==> config.mk <==
export PLATFORM = sky130hd
export DESIGN_NAME = foa_fifo
export DESIGN_NICKNAME = d
export VERILOG_FILES = /design/src/hw/rtl/foa_pkg.sv /design/src/hw/rtl/foa_fifo.sv
export SDC_FILE = /design/constraint.sdc
export NUM_CORES = 1
export LEC_CHECK = 0
export BUFFER_PORTS_ARGS = -buffer_cell sky130_fd_sc_hd__clkbuf_2
export CAP_MARGIN = 10
export CELL_PAD_IN_SITES_DETAIL_PLACEMENT = 1
export CELL_PAD_IN_SITES_GLOBAL_PLACEMENT = 2
export CORE_UTILIZATION = 42
export CTS_CLUSTER_DIAMETER = 120
export DETAILED_ROUTE_END_ITERATION = 8
export PLACE_DENSITY = 0.95
export SLEW_MARGIN = 20
export SYNTH_ARGS = -nofsm -noshare
export SYNTH_HDL_FRONTEND = slang
export SYNTH_SLANG_ARGS = --single-unit
export TNS_END_PERCENT = 5
==> constraint.sdc <==
create_clock -name clk_i -period 23.6 [get_ports clk_i]
set_clock_uncertainty 0.05 [all_clocks]
set_input_delay 1.18 -clock clk_i [delete_from_list [all_inputs] [get_ports clk_i]]
set_output_delay 1.18 -clock clk_i [all_outputs]
set_load 0.01 [all_outputs]
==> src/hw/rtl/foa_pkg.sv <==
`timescale 1ns / 1ps
package foa_pkg;

  localparam int unsigned IN_W     = 32;
  localparam int unsigned AREA_W   = 63;
  localparam int unsigned ANG_W    = 15;
  localparam int unsigned NMAG_W   = 65;   // normal component magnitude, widest coordinates
  localparam int unsigned DZ_W     = 34;
  localparam int unsigned ACC_W    = 134;  // sum of three squared magnitudes
  localparam int unsigned RAD_W    = 100;
  localparam int unsigned ROOT_W   = 50;
  localparam int unsigned REM_W    = ROOT_W + 3;
  localparam int unsigned AREA_SHIFT = 34;
  localparam int unsigned FOOT_SHIFT = 17;
  localparam int unsigned NORM_MSB = 30;
  localparam int unsigned CX_W     = 34;
  localparam int unsigned CZ_W     = 25;
  localparam int unsigned TAB_W    = 22;
  localparam int unsigned CORDIC_N = 23;
  localparam int unsigned FIFO_DEPTH = 2;
  localparam int unsigned CFG_IDX_W  = 1;

  localparam logic signed [DZ_W-1:0] BED_TOL = DZ_W'(7);
  localparam logic [ANG_W-1:0] ANGLE_MAX   = ANG_W'(23040);
  localparam logic [ANG_W-1:0] STEEP_LIMIT = ANG_W'(17920);
  localparam logic [ANG_W-1:0] LIMIT_RESET = ANG_W'(11520);

  localparam logic [TAB_W-1:0] ATAN_TAB [CORDIC_N] = '{
    22'd2949120, 22'd1740967, 22'd919879, 22'd466945, 22'd234379, 22'd117304,
    22'd58666, 22'd29335, 22'd14668, 22'd7334, 22'd3667, 22'd1833, 22'd917,
    22'd458, 22'd229, 22'd115, 22'd57, 22'd29, 22'd14, 22'd7, 22'd4, 22'd2, 22'd1
  };

  typedef enum logic [CFG_IDX_W-1:0] {
    CFG_OVERHANG_LIMIT = 1'b0,
    CFG_BED_Z          = 1'b1
  } cfg_idx_e;

  typedef struct packed {
    logic signed [IN_W-1:0] ax;
    logic signed [IN_W-1:0] ay;
    logic signed [IN_W-1:0] az;
    logic signed [IN_W-1:0] bx;
    logic signed [IN_W-1:0] by_coord;
    logic signed [IN_W-1:0] bz;
    logic signed [IN_W-1:0] cx;
    logic signed [IN_W-1:0] cy;
    logic signed [IN_W-1:0] cz;
    logic                   last_facet;
  } facet_in_t;

  typedef struct packed {
    logic [AREA_W-1:0] surf_total;
    logic [AREA_W-1:0] ovh_total;
    logic [AREA_W-1:0] steep_total;
    logic [AREA_W-1:0] foot_total;
    logic [ANG_W-1:0]  max_overhang;
  } facet_out_t;

  // classified facet handed from the front end to the back end
  typedef struct packed {
    logic [NMAG_W-1:0] nx_mag;
    logic [NMAG_W-1:0] ny_mag;
    logic [NMAG_W-1:0] nz_mag;
    logic              nz_neg;
    logic              on_bed;
    logic              last;
  } facet_t;

  function automatic logic [AREA_W-1:0] sat_add(logic [AREA_W-1:0] a, logic [AREA_W-1:0] b);
    logic [AREA_W:0] s;
    s = {1'b0, a} + {1'b0, b};
    return s[AREA_W] ? {AREA_W{1'b1}} : s[AREA_W-1:0];
  endfunction

  // arithmetic shift right rounding toward zero
  function automatic logic signed [CX_W-1:0] shr_tz(logic signed [CX_W-1:0] v, logic [4:0] sh);
    logic [CX_W-1:0] m;
    m = v[CX_W-1] ? CX_W'(-v) : CX_W'(v);
    m = m >> sh;
    return v[CX_W-1] ? signed'(CX_W'(-m)) : signed'(m);
  endfunction

endpackage

==> src/hw/rtl/foa_fifo.sv <==
`timescale 1ns / 1ps
module foa_fifo import foa_pkg::*; (
  input  logic   clk_i,
  input  logic   rst_ni,
  input  logic   push_i,
  input  facet_t entry_i,
  output logic   full_o,
  output logic   valid_o,
  input  logic   pop_i,
  output facet_t entry_o
);

  localparam int unsigned PTR_W = $clog2(FIFO_DEPTH);
  localparam int unsigned CNT_W = $clog2(FIFO_DEPTH + 1);

  facet_t             mem_q [FIFO_DEPTH];
  logic [PTR_W-1:0]   wr_q, rd_q;
  logic [CNT_W-1:0]   cnt_q;

  assign full_o  = (cnt_q == CNT_W'(FIFO_DEPTH));
  assign valid_o = (cnt_q != '0);
  assign entry_o = mem_q[rd_q];

  always_ff @(posedge clk_i or negedge rst_ni) begin
    if (!rst_ni) begin
      wr_q  <= '0;
      rd_q  <= '0;
      cnt_q <= '0;
    end else begin
      if (push_i) wr_q <= wr_q + 1'b1;
      if (pop_i)  rd_q <= rd_q + 1'b1;
      cnt_q <= cnt_q + CNT_W'(push_i) - CNT_W'(pop_i);
    end
  end

  always_ff @(posedge clk_i) begin
    if (push_i) mem_q[wr_q] <= entry_i;
  end

  a_cnt_bound: assert property (@(posedge clk_i) disable iff (!rst_ni)
    cnt_q <= CNT_W'(FIFO_DEPTH))
    else $error("queue count beyond depth");

  a_drain: assert property (@(posedge clk_i) disable iff (!rst_ni)
    (pop_i && !push_i && cnt_q == CNT_W'(1)) |=> !valid_o)
    else $error("queue not empty after last entry left");

endmodule

==> flow_summary.yaml <==
status:
  outcome: "complete, no violations"
yosys:
  yosysWarnings: 0
  avgSynthCellArea_sq_um: 23.6
  yosysUniqueCellTypes: 13
  syn_area_sq_um: 14900
  ys_seq_area_share_pct: 80.5
  syn_nets: 835
  syn-instance-count: 631
  ys_seq_elements: 400
critical_path:
  worstPathArrival_ps: 3660
  r2r-start: "wr_q$_DFFE_PN0P_"
  cp_max_fo: 56
  startpoint: "rd_q$_DFFE_PN0P_"
  end_kind: "primary output"
  crit_path_start_kind: "flip-flop"
  crit_required_ps: 22370
  crit_type: "reg -> out"
clocking:
  cts.sinks: 400
  cts_buffers: 42
  cts.clk_slew.worst_paths_ps: 60
  clk_latency_ps: 530
  cts_hold_buf: 0
  post_cts_buffers: 0
  ctsResizeCount: 0
  clockBufferDepth: 3
  cts_tree: "yes"
  cts_root_buffer: "clkbuf_16"
  cts_max_level: 2
timing:
  maxSlewViolCount: 0
  setup_viol: 0
  finalCritPeriodShare_pct: 20.7
  max_freq_mhz: 205
  rsz0062_at_grt: "no"
  worst_pin_slew_ps: 1090
  slew_headroom_pct: 27.4
  hold_viol: 0
  fin_setup_tns_ps: 0
  fin_crit_ps: 4890
detailed_routing:
  wire_per_inst_um: 22.0
  final_antenna_net_count: 0
  vias: 7513
  drc: 0
  drt_iter0_drc: 375
  routed_via_density: 4.84
  routed_wl_um: 34200
  first_pass_iters: 4
hold_path:
  hold_path_class: "in -> async"
global_route:
  grt_use_total_pct: 18.5
  grt_pass1_wl_um: 49700
  antenna_found_initial: 3
  grt_pass1_vias: 8317
  grt_max_degree: 78
  overflow: 0
layout:
  seq_area_sq_um: 12000
  drive_gt1_share_pct: 61.6
  final_cell_mix: "401 x clkbuf_2, 396 x edfxtp_1, 100 x mux2_4"
  nNetsFinal: 1266
  multi_input_area_sq_um: 2710
  area_growth_pct: 25.6
  final_common_cell: "clkbuf_2"
  stdcell_count: 1552
  fillerInstances: 3242
floorplanning:
  floorplan.io_pins: 402
  fp.dieH_um: 190
  rows: 68
  die_area_sq_um: 36200
  initial_core_util_pct: 42.9
  core_sq_um: 34700
  chipWidth_um: 190
placed_design:
  place.gp.congestion: 0.834
  dpl.hpwl_um: 23500
  port_buffers: 401
  post-place-cells: 1473
job:
  drv_cap: 0
pwr:
  power_density_nw_per_um2: 123
  irDropWorstVdd_v: 0.000117
  power.leakage_nw: 7.42
-- cell type report --
class / count / share of cell area [%]
inverter: 2 / 0.0401
clock buffer: 52 / 6.32
timing repair buffer: 409 / 11.0
sequential: 400 / 64.1
multi-input combinational: 207 / 14.5
clock inverter: 25 / 0.956
antenna: 2 / 0.0267
tap: 455 / 3.04
-- synth_stat cells (all sizes together) --
library cell | count | area share, %
and2 | 1 | 0.042
nor2b | 2 | 0.084
inv | 2 | 0.050
xor2 | 2 | 0.12
edfxtp | 396 | 80
or2 | 1 | 0.042
xor3 | 1 | 0.16
buf | 22 | 1.3
dfrtp | 4 | 0.67
ha | 2 | 0.17
mux2 | 198 | 17
-- state kept, by name, indices dropped and copies added, names as in the netlist --
register and count:
wr_q 1, rd_q 1, mem_q 396, cnt_q 2
-- power breakdown --
part | internal [mW] | leakage, nW | switching, mW
Sequential | 0.946 | 3.76 | 0.0533
Combinational | 0.317 | 2.98 | 0.353
Clock | 0.378 | 0.680 | 0.262
Total | 1.64 | 7.42 | 0.669
-- critical path, stage by stage (launching register included) --
cell	delay [ps]
dfrtp_4	810
buf_4	850
buf_4	810
mux2_2	410
clkbuf_2	120
-- cells by family after synthesis --
kind of cell	synth area share (%)
fa+ha+maj	0.168
buf+inv	1.38
flops	80.5
simple gates	0.168
mux	17.5
xor+xnor	0.277
-- path summary, 6_finish.rpt --
kind / to / slack [ps] / depth (start not counted)
worst max-delay path: entry_o[6] / 18710 / 4
max in group asynchronous: rd_q$_DFFE_PN0P_ / 22950 / 1
worst min-delay path: cnt_q[0]$_DFF_PN0_ / 400 / 1
min in group clk_i: wr_q$_DFFE_PN0P_ / 500 / 1
worst min register to register: wr_q$_DFFE_PN0P_ / 500 / 1
worst max register to register: mem_q[0][155]$_DFFE_PP_ / 20680 / 3
-- metrics by stage --
step | hold slack, ps | total power [mW] | area (sq um) | util, % | worst slack (ps)
5_1_grt | 387 | 2.41 | 18700 | 53.9 | 18550
4_1_cts | 381 | 2.34 | 18700 | 53.9 | 18670
6_report | 398 | 2.31 | 18700 | 53.9 | 18710
3_5_place_dp | 496 | 1.69 | 17300 | 50.0 | 19250
3_3_place_gp | 478 | 1.66 | 17300 | 50.0 | 19310
2_1_floorplan | 405 | 1.48 | 14900 | - | 13050
-- metal layers --
metal	vias to the layer above	share of wire [%]	track usage, %
met2	357	52	32.9
met1	3709	37	21.1
met4	2	2.4	5.97
met3	53	8.6	5.76
li1	3392	-	-
met5	-	0.032	0
(Power assumes the default switching activity.)
